==> src/rtl/core/btc_pkg.sv <==
package btc_pkg;

    // Fixed field and register widths
    localparam int BYTE_W      = 8;
    localparam int LEN_W       = 5;
    localparam int KEY_ENT_W   = 4;
    localparam int KEY_W       = 64;
    localparam int CFG_IDX_W   = 2;
    localparam int CFG_DATA_W  = 64;

    // Filler for decrypt positions that receive no byte
    localparam logic [BYTE_W-1:0] FILL_CHAR = 8'h5F;

    // Configuration register indexes
    localparam logic [CFG_IDX_W-1:0] REG_MODE      = 2'd0;
    localparam logic [CFG_IDX_W-1:0] REG_BLOCK_LEN = 2'd1;
    localparam logic [CFG_IDX_W-1:0] REG_KEY_TABLE = 2'd2;

    typedef struct packed {
        logic [BYTE_W-1:0] in_byte;
        logic              in_last;
    } btc_in_t;

    typedef struct packed {
        logic [BYTE_W-1:0] out_byte;
        logic              out_last;
    } btc_out_t;

    // Controller to datapath
    typedef struct packed {
        logic accept;
        logic enc_step;
        logic scat_step;
        logic emit_step;
    } btc_cmd_t;

    // Datapath to controller
    typedef struct packed {
        logic flush;
        logic mode;
        logic enc_qual;
        logic j_end;
        logic q_end;
        logic slot_free;
    } btc_status_t;

    typedef enum logic [3:0] {
        ST_IDLE = 4'b0001,
        ST_ENC  = 4'b0010,
        ST_SCAT = 4'b0100,
        ST_EMIT = 4'b1000
    } btc_state_t;

endpackage

==> src/rtl/core/block_transposition_cipher_core.sv <==
// Channel   Handshake             Word
// in        in_valid / in_ready   in_data  : in_byte, in_last
// out       out_valid / out_ready out_data : out_byte, out_last
// cfg       cfg_wr_en             cfg_index, cfg_data (0 mode, 1 block_len, 2 key_table)
//
// Each byte is taken in the idle state; a byte that completes a block then holds
// the input for a key scan over L entries (encrypt) or an L-entry scatter scan plus
// an emit of the n buffered bytes (decrypt), L the block length and n the buffered bytes.
// One input byte buffer sets this: the next block waits until the scan and any emit end.
// Reset clears control and configuration at once; the buffer needs no clearing.
// A busy output stalls the scan on the word that waits for the slot.
module block_transposition_cipher_core #(
    parameter int MAX_BLOCK = 16
) (
    input  logic                           clk,
    input  logic                           rst_n,
    input  logic                           cfg_wr_en,
    input  logic [btc_pkg::CFG_IDX_W-1:0]  cfg_index,
    input  logic [btc_pkg::CFG_DATA_W-1:0] cfg_data,
    input  logic                           in_valid,
    output logic                           in_ready,
    input  btc_pkg::btc_in_t               in_data,
    output logic                           out_valid,
    input  logic                           out_ready,
    output btc_pkg::btc_out_t              out_data
);
    import btc_pkg::*;

    btc_cmd_t    cmd;
    btc_status_t status;

    btc_ctrl u_ctrl (
        .clk      (clk),
        .rst_n    (rst_n),
        .in_valid (in_valid),
        .in_ready (in_ready),
        .status   (status),
        .cmd      (cmd)
    );

    btc_datapath #(
        .MAX_BLOCK (MAX_BLOCK)
    ) u_dp (
        .clk       (clk),
        .rst_n     (rst_n),
        .cfg_wr_en (cfg_wr_en),
        .cfg_index (cfg_index),
        .cfg_data  (cfg_data),
        .in_data   (in_data),
        .cmd       (cmd),
        .status    (status),
        .out_valid (out_valid),
        .out_ready (out_ready),
        .out_data  (out_data)
    );

endmodule

==> src/rtl/core/btc_datapath.sv <==
module btc_datapath #(
    parameter int MAX_BLOCK = 16
) (
    input  logic                                    clk,
    input  logic                                    rst_n,
    input  logic                                    cfg_wr_en,
    input  logic [btc_pkg::CFG_IDX_W-1:0]           cfg_index,
    input  logic [btc_pkg::CFG_DATA_W-1:0]          cfg_data,
    input  btc_pkg::btc_in_t                        in_data,
    input  btc_pkg::btc_cmd_t                       cmd,
    output btc_pkg::btc_status_t                    status,
    output logic                                    out_valid,
    input  logic                                    out_ready,
    output btc_pkg::btc_out_t                       out_data
);
    import btc_pkg::*;

    localparam int IW = (MAX_BLOCK > 1) ? $clog2(MAX_BLOCK) : 1;
    localparam int CW = $clog2(MAX_BLOCK + 1);

    // Configuration registers
    logic                mode_reg;
    logic [LEN_W-1:0]    block_len_reg;
    logic [KEY_W-1:0]    key_reg;

    // Block control
    logic [CW-1:0]       fill_reg;
    logic [CW-1:0]       n_reg;
    logic                last_reg;
    logic [IW-1:0]       j_reg;
    logic [CW-1:0]       p_reg;
    logic [IW-1:0]       q_reg;
    logic [MAX_BLOCK-1:0] filled_reg;

    // Byte buffers
    logic [BYTE_W-1:0]   store_mem [MAX_BLOCK];
    logic [BYTE_W-1:0]   plain_mem [MAX_BLOCK];

    logic                out_valid_reg;
    btc_out_t            out_data_reg;

    logic [LEN_W-1:0]    eff_len;
    logic [LEN_W-1:0]    fill_plus;
    logic [KEY_ENT_W-1:0] key_j;
    logic                key_qual;
    logic                scat_qual;
    logic                more_after;
    logic [IW-1:0]       rd_addr;
    logic                slot_free;
    logic                load_enc;
    logic                load_emit;

    // Clamp block length to 1..MAX_BLOCK
    always_comb
    begin
        if (block_len_reg == '0)
            eff_len = LEN_W'(1);
        else if (block_len_reg > LEN_W'(MAX_BLOCK))
            eff_len = LEN_W'(MAX_BLOCK);
        else
            eff_len = block_len_reg;
    end

    assign fill_plus = LEN_W'(fill_reg) + LEN_W'(1);
    assign key_j     = key_reg[{j_reg, 2'b00} +: KEY_ENT_W];
    assign key_qual  = LEN_W'(key_j) < LEN_W'(n_reg);
    assign scat_qual = key_qual && (LEN_W'(p_reg) < LEN_W'(n_reg));

    // Look for a usable key entry beyond the current one
    always_comb
    begin
        more_after = 1'b0;
        for (int i = 0; i < MAX_BLOCK; i++)
        begin
            if ((LEN_W'(i) > LEN_W'(j_reg)) && (LEN_W'(i) < eff_len) &&
                (LEN_W'(key_reg[i*KEY_ENT_W +: KEY_ENT_W]) < LEN_W'(n_reg)))
                more_after = 1'b1;
        end
    end

    // Gather reads by key, scatter reads in arrival order
    assign rd_addr   = mode_reg ? p_reg[IW-1:0] : key_j[IW-1:0];

    assign slot_free = !out_valid_reg || out_ready;
    assign load_enc  = cmd.enc_step && key_qual;
    assign load_emit = cmd.emit_step;

    always_comb
    begin
        status.flush     = (fill_plus >= eff_len) || in_data.in_last;
        status.mode      = mode_reg;
        status.enc_qual  = key_qual;
        status.j_end     = (LEN_W'(j_reg) + LEN_W'(1)) == eff_len;
        status.q_end     = (LEN_W'(q_reg) + LEN_W'(1)) == LEN_W'(n_reg);
        status.slot_free = slot_free;
    end

    // Take configuration writes
    always_ff @(posedge clk or negedge rst_n)
    begin
        if (!rst_n)
        begin
            mode_reg      <= 1'b0;
            block_len_reg <= LEN_W'(1);
            key_reg       <= '0;
        end
        else if (cfg_wr_en)
        begin
            case (cfg_index)
                REG_MODE:      mode_reg      <= cfg_data[0];
                REG_BLOCK_LEN: block_len_reg <= cfg_data[LEN_W-1:0];
                REG_KEY_TABLE: key_reg       <= cfg_data[KEY_W-1:0];
                default:       ;
            endcase
        end
    end

    // Advance fill, scan and emit counters
    always_ff @(posedge clk or negedge rst_n)
    begin
        if (!rst_n)
        begin
            fill_reg   <= '0;
            n_reg      <= '0;
            last_reg   <= 1'b0;
            j_reg      <= '0;
            p_reg      <= '0;
            q_reg      <= '0;
            filled_reg <= '0;
        end
        else
        begin
            if (cmd.accept)
            begin
                if (status.flush)
                begin
                    fill_reg   <= '0;
                    n_reg      <= fill_reg + CW'(1);
                    last_reg   <= in_data.in_last;
                    j_reg      <= '0;
                    p_reg      <= '0;
                    q_reg      <= '0;
                    filled_reg <= '0;
                end
                else
                    fill_reg <= fill_reg + CW'(1);
            end
            if (cmd.enc_step)
                j_reg <= j_reg + IW'(1);
            if (cmd.scat_step)
            begin
                j_reg <= j_reg + IW'(1);
                if (scat_qual)
                begin
                    filled_reg[key_j[IW-1:0]] <= 1'b1;
                    p_reg <= p_reg + CW'(1);
                end
            end
            if (cmd.emit_step)
                q_reg <= q_reg + IW'(1);
        end
    end

    // Write byte buffers
    always_ff @(posedge clk)
    begin
        if (cmd.accept)
            store_mem[fill_reg[IW-1:0]] <= in_data.in_byte;
        if (cmd.scat_step && scat_qual)
            plain_mem[key_j[IW-1:0]] <= store_mem[rd_addr];
    end

    // Hold the output word until it is taken
    always_ff @(posedge clk or negedge rst_n)
    begin
        if (!rst_n)
            out_valid_reg <= 1'b0;
        else if (load_enc || load_emit)
            out_valid_reg <= 1'b1;
        else if (out_ready)
            out_valid_reg <= 1'b0;
    end

    always_ff @(posedge clk)
    begin
        if (load_enc)
        begin
            out_data_reg.out_byte <= store_mem[rd_addr];
            out_data_reg.out_last <= last_reg && !more_after;
        end
        else if (load_emit)
        begin
            out_data_reg.out_byte <= filled_reg[q_reg] ? plain_mem[q_reg] : FILL_CHAR;
            out_data_reg.out_last <= last_reg && status.q_end;
        end
    end

    assign out_valid = out_valid_reg;
    assign out_data  = out_data_reg;

endmodule

==> src/rtl/core/btc_ctrl.sv <==
module btc_ctrl (
    input  logic                  clk,
    input  logic                  rst_n,
    input  logic                  in_valid,
    output logic                  in_ready,
    input  btc_pkg::btc_status_t  status,
    output btc_pkg::btc_cmd_t     cmd
);
    import btc_pkg::*;

    btc_state_t state_reg;
    btc_state_t state_next;

    // Sequence accept, gather, scatter and emit phases
    always_comb
    begin
        state_next    = state_reg;
        in_ready      = 1'b0;
        cmd.accept    = 1'b0;
        cmd.enc_step  = 1'b0;
        cmd.scat_step = 1'b0;
        cmd.emit_step = 1'b0;
        case (state_reg)
            ST_IDLE:
            begin
                in_ready   = 1'b1;
                cmd.accept = in_valid;
                if (in_valid && status.flush)
                    state_next = status.mode ? ST_SCAT : ST_ENC;
            end
            ST_ENC:
            begin
                // stall only when a usable entry finds the output slot busy
                if (!status.enc_qual || status.slot_free)
                begin
                    cmd.enc_step = 1'b1;
                    if (status.j_end)
                        state_next = ST_IDLE;
                end
            end
            ST_SCAT:
            begin
                cmd.scat_step = 1'b1;
                if (status.j_end)
                    state_next = ST_EMIT;
            end
            ST_EMIT:
            begin
                if (status.slot_free)
                begin
                    cmd.emit_step = 1'b1;
                    if (status.q_end)
                        state_next = ST_IDLE;
                end
            end
            default:
                state_next = ST_IDLE;
        endcase
    end

    always_ff @(posedge clk or negedge rst_n)
    begin
        if (!rst_n)
            state_reg <= ST_IDLE;
        else
            state_reg <= state_next;
    end

endmodule

==> config.mk <==
export PLATFORM = sky130hd
export DESIGN_NAME = block_transposition_cipher_core
export DESIGN_NICKNAME = d
export VERILOG_FILES = /design/src/rtl/core/btc_pkg.sv /design/src/rtl/core/block_transposition_cipher_core.sv /design/src/rtl/core/btc_datapath.sv /design/src/rtl/core/btc_ctrl.sv
export SDC_FILE = /design/constraint.sdc
export NUM_CORES = 1
export LEC_CHECK = 0
export BUFFER_PORTS_ARGS = -buffer_cell sky130_fd_sc_hd__buf_2
export CAP_MARGIN = 20
export CORE_MARGIN = 3
export CORE_UTILIZATION = 60
export DETAILED_ROUTE_END_ITERATION = 10
export MAX_ROUTING_LAYER = met4
export PLACE_DENSITY = 0.75
export SLEW_MARGIN = 10
export SYNTH_ARGS = -nofsm -noshare
export SYNTH_HDL_FRONTEND = slang
export SYNTH_SLANG_ARGS = --single-unit
==> constraint.sdc <==
create_clock -name clk -period 11.3 [get_ports clk]
set_clock_uncertainty 0.1 [all_clocks]
set_input_delay 0.565 -clock clk [delete_from_list [all_inputs] [get_ports clk]]
set_output_delay 0.565 -clock clk [all_outputs]
set_load 0.1 [all_outputs]
==> impl_metrics.json, run 1 <==
{
  "core_area_sq_mm": 0.0290,
  "synthMuxAreaShare_pct": 19.3,
  "area_growth_pct": 11.3,
  "maxSlewHeadroom_pct": 28.8,
  "syn-num-nets": 1304,
  "synth_compound_area_share_pct": 6.67,
  "ant_nets": 0,
  "pin_count": 91,
  "crit_type": "reg2reg",
  "synth_top_family_by_area": "multiplexers",
  "synth-edff-count": 265,
  "holdWs_ns": 0.168,
  "max-cap-violations": 0,
  "grt_first_pass_wirelength_mm": 59.7,
  "vias": 10200,
  "worstPathArrival_ns": 4.84,
  "final.period_utilization_pct": 42.4,
  "r2r_start": "u_dp.j_reg[1]$_DFFE_PN0P_",
  "min_path_type": "in2reg",
  "avgViaCountPerCell": 6.13,
  "fin_setup_tns_ns": 0,
  "min_to": "u_dp.key_reg[23]$_DFFE_PN0P_",
  "clock-sinks": 380,
  "drt-total-wl_mm": 38.6,
  "io_buffers": 90,
  "ys_seq_area_share_pct": 60.8,
  "cts-htree-levels": 2,
  "clkTransAtPathRegs_ns": 0.06,
  "grt_pass1_vias": 10300,
  "synth_area_sq_mm": 0.0178,
  "finalSetupViolations": 0,
  "post_cts_resized": 0,
  "final-hold-violation-count": 0,
  "die_w_um": 178,
  "yosys_register_bits": 380,
  "status": "finished clean",
  "cts_tree": "built",
  "synthCells": 1157,
  "hpwl_mm": 25.9,
  "power_density_mw_per_mm2": 227,
  "initial_core_util_pct": 61.4,
  "yosys.area_share.xor_xnor_pct": 0.590,
  "clock.fmax_ghz": 0.208,
  "antenna_found_initial": 0,
  "final_nets": 1398,
  "ff2ff_path_depth": 9,
  "synth_simple_gate_area_share_pct": 5.68,
  "min_path_cells": 2,
  "synth_cell_types": 69,
  "yosysWarnings": 0,
  "peakVddDrop_uv": 138,
  "initialDrtViolationCount": 871,
  "cts-buffers-inserted": 39,
  "post-route-drc-count": 0,
  "ys.flop_type": "edfxtp_1",
  "synth.avg_cell_area_sq_um": 15.4,
  "fillers": 2021,
  "required_ns": 11.34,
  "dr.pass1.iters": 5,
  "routabilityCongestion": 0.907,
  "wire_per_inst_um": 23.2,
  "cp_max_fo": 18,
  "clockRootBuffer": "clkbuf_16",
  "die_area_sq_mm": 0.0318,
  "synthAdderAreaFrac_pct": 4.71,
  "cts_buffer_depth": 3,
  "power.leakage_nw": 7.68,
  "dieHeight_um": 178,
  "tightest_slew_ns": 1.07,
  "grt_overflow": 0,
  "slew_violations": 0,
  "rows": 62,
  "grt_setup_unrepaired": "false",
  "finalCriticalPeriod_ns": 4.80,
  "ys_async_sr_fraction_pct": 30.3,
  "grt_max_degree": 78,
  "grt_usage_pct": 25.5,
  "r2r_slack_ns": 6.50,
  "insertedDiodeCount": 0,
  "crit_path_start_kind": "flop",
  "r2r_end": "u_dp.plain_mem[6][7]$_DFFE_PP_",
  "min_from": "cfg_data[23]",
  "cp-end-kind": "flop",
  "drive_above_1_share_pct": 24.9,
  "clk_latency_ns": 0.53
}
==> layer usage <==
layer | vias up | GRT usage [%] | routed length [um]
li1 | 4668 | - | -
met1 | 5113 | 33.7 | 16100
met3 | 84 | 3.72 | 1950
met4 | 0 | 9.29 | 1350
met5 | - | - | 0
met2 | 336 | 41.0 | 19200
==> what timing repair did <==
| action | 4_1_cts | 5_1_grt |
|---|---|---|
| hold endpoints to repair | 37 | 0 |
| setup buffers | 0 | 0 |
| setup endpoints to repair | 0 | 0 |
| hold buffers | 1 | 0 |
==> kinds of logic (layout without fill, tap and decap cells) <==
logic type                 Yosys count  in the layout
and+or+nand+nor                    194            194
AOI/OAI and AO/OA                  160            160
adders and majority gates           67             67
buffers and inverters               75            198
muxes                              269            269
DFF                                380            380
xor gates and xnor gates            12             12
==> through the flow <==
step	area, sq um	total power, mW	instances	util (%)	setup slack [ns]
global route	19800	4.73	1664	68.4	6.07
detailed placement	18600	3.30	1591	64.0	6.55
CTS	19800	4.53	1662	68.3	6.51
global placement	18500	3.25	1588	63.9	6.75
floorplan	17800	2.87	1157	-	5.63
finish	19800	4.51	1664	68.4	6.50
==> cells in the mapped netlist (3+ instances only) <==
| library cell | n | area share [%] |
|---|---|---|
| buf_1 | 3 | 0.063 |
| nand3b_1 | 3 | 0.13 |
| nor2_1 | 33 | 0.70 |
| clkbuf_1 | 29 | 0.61 |
| xor2_1 | 6 | 0.29 |
| inv_1 | 15 | 0.32 |
| ha_1 | 67 | 4.7 |
| mux4_2 | 51 | 6.4 |
| nor4_1 | 3 | 0.11 |
| dfrtp_1 | 113 | 16 |
| o221ai_1 | 11 | 0.54 |
| nand2_1 | 51 | 1.1 |
| o21ai_0 | 18 | 0.51 |
| o31ai_1 | 4 | 0.17 |
| xnor2_1 | 6 | 0.29 |
| o22ai_1 | 7 | 0.25 |
| a31oi_1 | 3 | 0.11 |
| nand2b_1 | 25 | 0.88 |
| a221oi_2 | 6 | 0.51 |
| nand3_1 | 13 | 0.37 |
| and2_1 | 13 | 0.46 |
| buf_4 | 4 | 0.17 |
| buf_6 | 6 | 0.38 |
| nor4b_1 | 6 | 0.29 |
| nor2b_1 | 13 | 0.46 |
| mux2_2 | 76 | 4.8 |
| nor3_1 | 15 | 0.42 |
| a211o_1 | 3 | 0.15 |
| a21oi_1 | 25 | 0.70 |
| or3_1 | 6 | 0.21 |
| buf_2 | 14 | 0.39 |
| a21o_1 | 56 | 2.4 |
| mux2i_1 | 140 | 7.9 |
| edfxtp_1 | 265 | 45 |
==> power breakdown <==
part	switching, mW	total [mW]	internal (mW)
clock	0.519	1.23	0.714
sequential	0.102	1.85	1.75
combinational	0.871	1.42	0.550
total	1.49	4.51	3.01
==> how the worst max path moves through the flow <==
stage | startpoint | to | slack, ns | depth (start not counted)
4_1_cts | u_dp.j_reg[1]$_DFFE_PN0P_ | u_dp.plain_mem[6][7]$_DFFE_PP_ | 6.51 | 9
2_1_floorplan | u_ctrl.state_reg[0]$_DFFE_PN1P_ | u_dp.store_mem[3][0]$_DFFE_PP_ | 5.63 | 5
3_3_place_gp | u_dp.j_reg[1]$_DFFE_PN0P_ | u_dp.plain_mem[12][0]$_DFFE_PP_ | 6.75 | 9
3_5_place_dp | u_dp.j_reg[1]$_DFFE_PN0P_ | u_dp.plain_mem[6][3]$_DFFE_PP_ | 6.55 | 9
5_1_grt | u_dp.j_reg[1]$_DFFE_PN0P_ | u_dp.plain_mem[11][4]$_DFFE_PP_ | 6.07 | 9
6_report | u_dp.j_reg[1]$_DFFE_PN0P_ | u_dp.plain_mem[6][7]$_DFFE_PP_ | 6.50 | 9
==> placed cells by master, fill, tap and decap left out, types with 3 or more instances in the layout <==
cell	n
a221oi_2	6
a21oi_1	25
xor2_1	6
o22ai_1	7
nand3_1	13
nor2_1	33
or3_1	6
inv_1	15
o221ai_1	11
nor3_1	15
mux2i_1	140
a21o_1	56
bufinv_16	3
o21ai_0	18
nand2b_1	25
xnor2_1	6
edfxtp_1	265
mux2_2	76
buf_4	20
nand3b_1	3
clkinv_1	6
clkinv_2	9
and2_1	13
nor4_1	3
nand2_1	51
dfrtp_1	112
mux4_2	51
nor2b_1	13
buf_2	89
o31ai_1	4
ha_1	67
clkbuf_1	8
clkbuf_16	39
nor4b_1	6
a211o_1	3
==> area by class of cell <==
| class | count | area (sq um) | area share, % |
|---|---|---|---|
| Timing Repair Buffer | 112 | 638 | 3.22 |
| Inverter | 16 | 60.1 | 0.303 |
| Clock buffer | 48 | 1020 | 5.14 |
| Multi-Input combinational cell | 702 | 6590 | 33.2 |
| Clock inverter | 22 | 208 | 1.05 |
| Tap cell | 384 | 480 | 2.42 |
| Sequential cell | 380 | 10800 | 54.6 |
==> worst max-delay path: stages (launching register included) <==
cell and delay (ns):
dfrtp_1 0.76, nand2_1 0.33, o221ai_1 0.29, o22ai_1 0.13, a21oi_1 0.43, ha_1 0.35
a211o_1 0.30, o221a_1 0.35, nor4b_1 0.59, nor2b_1 0.79
Power figures use the tool's default switching activity.
==> run 2: changes to the inputs <==
--- a/config.mk
+++ b/config.mk
@@ -5,13 +5,14 @@
 export SDC_FILE = /design/constraint.sdc
 export NUM_CORES = 1
 export LEC_CHECK = 0
+export ABC_AREA = 1
 export BUFFER_PORTS_ARGS = -buffer_cell sky130_fd_sc_hd__buf_2
 export CAP_MARGIN = 20
 export CORE_MARGIN = 3
-export CORE_UTILIZATION = 60
+export CORE_UTILIZATION = 56
 export DETAILED_ROUTE_END_ITERATION = 10
 export MAX_ROUTING_LAYER = met4
-export PLACE_DENSITY = 0.75
+export PLACE_DENSITY = 0.74
 export SLEW_MARGIN = 10
 export SYNTH_ARGS = -nofsm -noshare
 export SYNTH_HDL_FRONTEND = slang
==> constraint.sdc (replaced) <==
create_clock -name clk -period 4.3 [get_ports clk]
set_clock_uncertainty 0.1 [all_clocks]
set_input_delay 0.215 -clock clk [delete_from_list [all_inputs] [get_ports clk]]
set_output_delay 0.215 -clock clk [all_outputs]
set_load 0.1 [all_outputs]
==> run 2 against run 1 <==
Against the previous run:
- non-clock buffer count rose by 74
- via count rose by 39%
- die area rose by 12%
- global-route usage rose by 2.3 points
- power rose to 3.0 times the previous value
- sequential share of layout area fell by 4.2 points
- clock-buffer cell count rose by 1
- design area rose by 8.3%
- clock power rose to 2.7 times the previous value
- combinational power rose to 3.6 times the previous value
- sequential cell count did not move
- critical endpoint is now u_dp.plain_mem[7][0]$_DFFE_PP_
- largest cell class unchanged
- highest routed layer unchanged
==> impl_metrics.json, run 2 <==
{
  "finalSetupViolations": 0,
  "grt_pass1_vias": 14200,
  "post-route-drc-count": 0,
  "yosysMostFrequentCell": "nand2_1",
  "required_ns": 4.35,
  "final-hold-violation-count": 0,
  "synth_area_sq_mm": 0.0188,
  "final_nets": 2151,
  "post_cts_resized": 0,
  "cp_num_buf_inv": 3,
  "cp_slowest_cell": "nor2_1",
  "grt_setup_unrepaired": "false",
  "clock.fmax_ghz": 0.257,
  "finalCriticalPeriod_ns": 3.89,
  "synth_top_cell_area_share_pct": 42.4,
  "die_area_sq_mm": 0.0357,
  "yosysWarnings": 0,
  "crit_path_start_kind": "flop",
  "min_path_type": "in2reg",
  "cts_tree": "built",
  "hpwl_mm": 31.9,
  "clockRootBuffer": "clkbuf_16",
  "layout_common_cells": "nand2_1, edfxtp_1, inv_1",
  "final_common_cell": "nand2_1",
  "initial_core_util_pct": 57.2,
  "synth_common_cells": "nand2_1, edfxtp_1, inv_1, nand3_1, nor2_1",
  "power_density_mw_per_mm2": 634,
  "wire_per_inst_um": 19.5,
  "cp-end-kind": "flop",
  "die_w_um": 189,
  "critPathMaxStageDelay_ns": 0.62,
  "drt-total-wl_mm": 48.3,
  "cp_max_fo": 21,
  "grt_usage_pct": 27.8,
  "vias": 14200,
  "clkTransAtPathRegs_ns": 0.07,
  "fin_setup_tns_ns": 0,
  "worstPathCellList": "buf_4, nor2_1, nor2_1, o21ai_1, nand2_1, nand2_1, nand4_1, nand2_1, inv_1, ha_1, a21o_1, a22oi_1, nand2_2, nor2_2, nand3_2, inv_2, nand3_1, nor2_1",
  "synth.avg_cell_area_sq_um": 10.1,
  "area_growth_pct": 14.5,
  "synth_cell_types": 49,
  "peakVddDrop_uv": 398,
  "core_area_sq_mm": 0.0328,
  "ys_async_sr_fraction_pct": 30.3,
  "final.period_utilization_pct": 90.4,
  "io_buffers": 90,
  "fillers": 2528,
  "grt_overflow": 0,
  "synth-edff-count": 265,
  "ys.flop_type": "edfxtp_1",
  "ant_nets": 0,
  "grt_max_degree": 82,
  "dieHeight_um": 189,
  "syn-num-nets": 2007,
  "cts_hold_buffers": 70,
  "yosysTopAreaCell": "edfxtp_1",
  "ys_seq_area_share_pct": 57.8,
  "power.leakage_nw": 9.07,
  "cts-htree-levels": 2,
  "worstPathArrival_ns": 3.93,
  "grt_first_pass_wirelength_mm": 76.6,
  "antenna_found_initial": 0,
  "crit_type": "reg2reg",
  "fin_total_pwr_mw": 13.6,
  "tightest_slew_ns": 1.03,
  "initialDrtViolationCount": 1525,
  "cts_buffer_depth": 3,
  "dr.pass1.iters": 8,
  "cts-buffers-inserted": 38,
  "status": "finished clean",
  "yosys_register_bits": 380,
  "routabilityCongestion": 0.967,
  "max-cap-violations": 0,
  "synth_area_leaders": "edfxtp_1, dfrtp_1, nand2_1, nand3_1, inv_1",
  "maxSlewHeadroom_pct": 31.3,
  "insertedDiodeCount": 0,
  "synthCells": 1860,
  "avgViaCountPerCell": 5.73,
  "clock-sinks": 380,
  "rows": 66,
  "pin_count": 91,
  "drive_above_1_share_pct": 12.5,
  "path_delay_family": "simple AND/OR/NAND/NOR gates",
  "clk_latency_ns": 0.53,
  "postCtsSetupBuffers": 0,
  "slew_violations": 0
}
-- run 2: per-layer routing --
layer,routed length [um],GRT usage [%],up-vias
li1,-,-,6620
met1,20200,37.2,6858
met2,23500,45.8,582
met3,3220,3.04,114
met4,1350,7.79,0
met5,0,-,-
-- run 2: layout make-up --
cell class	instances	area [sq um]	share of cell area [%]
clock buffers	49	1030	4.81
repair buffers	186	1360	6.33
flip-flops and latches	380	10800	50.4
multi-input cells	1151	6560	30.5
inverters	247	927	4.31
well taps	442	553	2.57
clock inverters	18	218	1.01
-- run 2: path summary, 6_finish.rpt --
check                      depth (start not counted)                   startpoint  slack (ns)                                 to
max reg2reg                                       18    u_dp.j_reg[0]$_DFFE_PN0P_        0.41     u_dp.plain_mem[7][0]$_DFFE_PP_
min                                                1                   in_data[6]        0.03     u_dp.store_mem[4][5]$_DFFE_PP_
max in group asynchronous                          3                        rst_n        2.96  u_dp.block_len_reg[0]$_DFFE_PN1P_
min in group asynchronous                          2                        rst_n        0.21       u_dp.key_reg[42]$_DFFE_PN0P_
max                                               18    u_dp.j_reg[0]$_DFFE_PN0P_        0.41     u_dp.plain_mem[7][0]$_DFFE_PP_
min reg2reg                                        2  u_dp.key_reg[0]$_DFFE_PN0P_        0.39        u_dp.key_reg[0]$_DFFE_PN0P_
-- run 2: logic make-up after synthesis --
family                     count (synthesis)  share of synthesized area [%]
and+or+nand+nor                          696                           16.4
DFF                                      380                           57.8
buffers and inverters                    329                           7.39
AOI/OAI and AO/OA                        298                           8.98
muxes                                     79                           4.53
adders and majority gates                 67                           4.47
xor gates and xnor gates                  11                          0.513
-- run 2: report_power, final --
group	switching, mW	internal, mW	total [mW]
Combinational	3.64	1.51	5.15
Sequential	0.324	4.77	5.09
Clock	1.38	2.00	3.38
Total	5.34	8.28	13.6
-- run 2: through the flow --
step	hold slack (ns)	util (%)	cells	instance area [sq um]	setup WS (ns)
2_1_floorplan	-0.181	-	1860	18800	0.904
3_3_place_gp	0.217	59.6	2336	19500	0.593
3_5_place_dp	0.220	59.6	2336	19500	0.498
4_1_cts	0.0134	65.6	2473	21500	0.442
5_1_grt	0.0297	65.6	2473	21500	0.125
6_report	0.0312	65.6	2473	21500	0.414
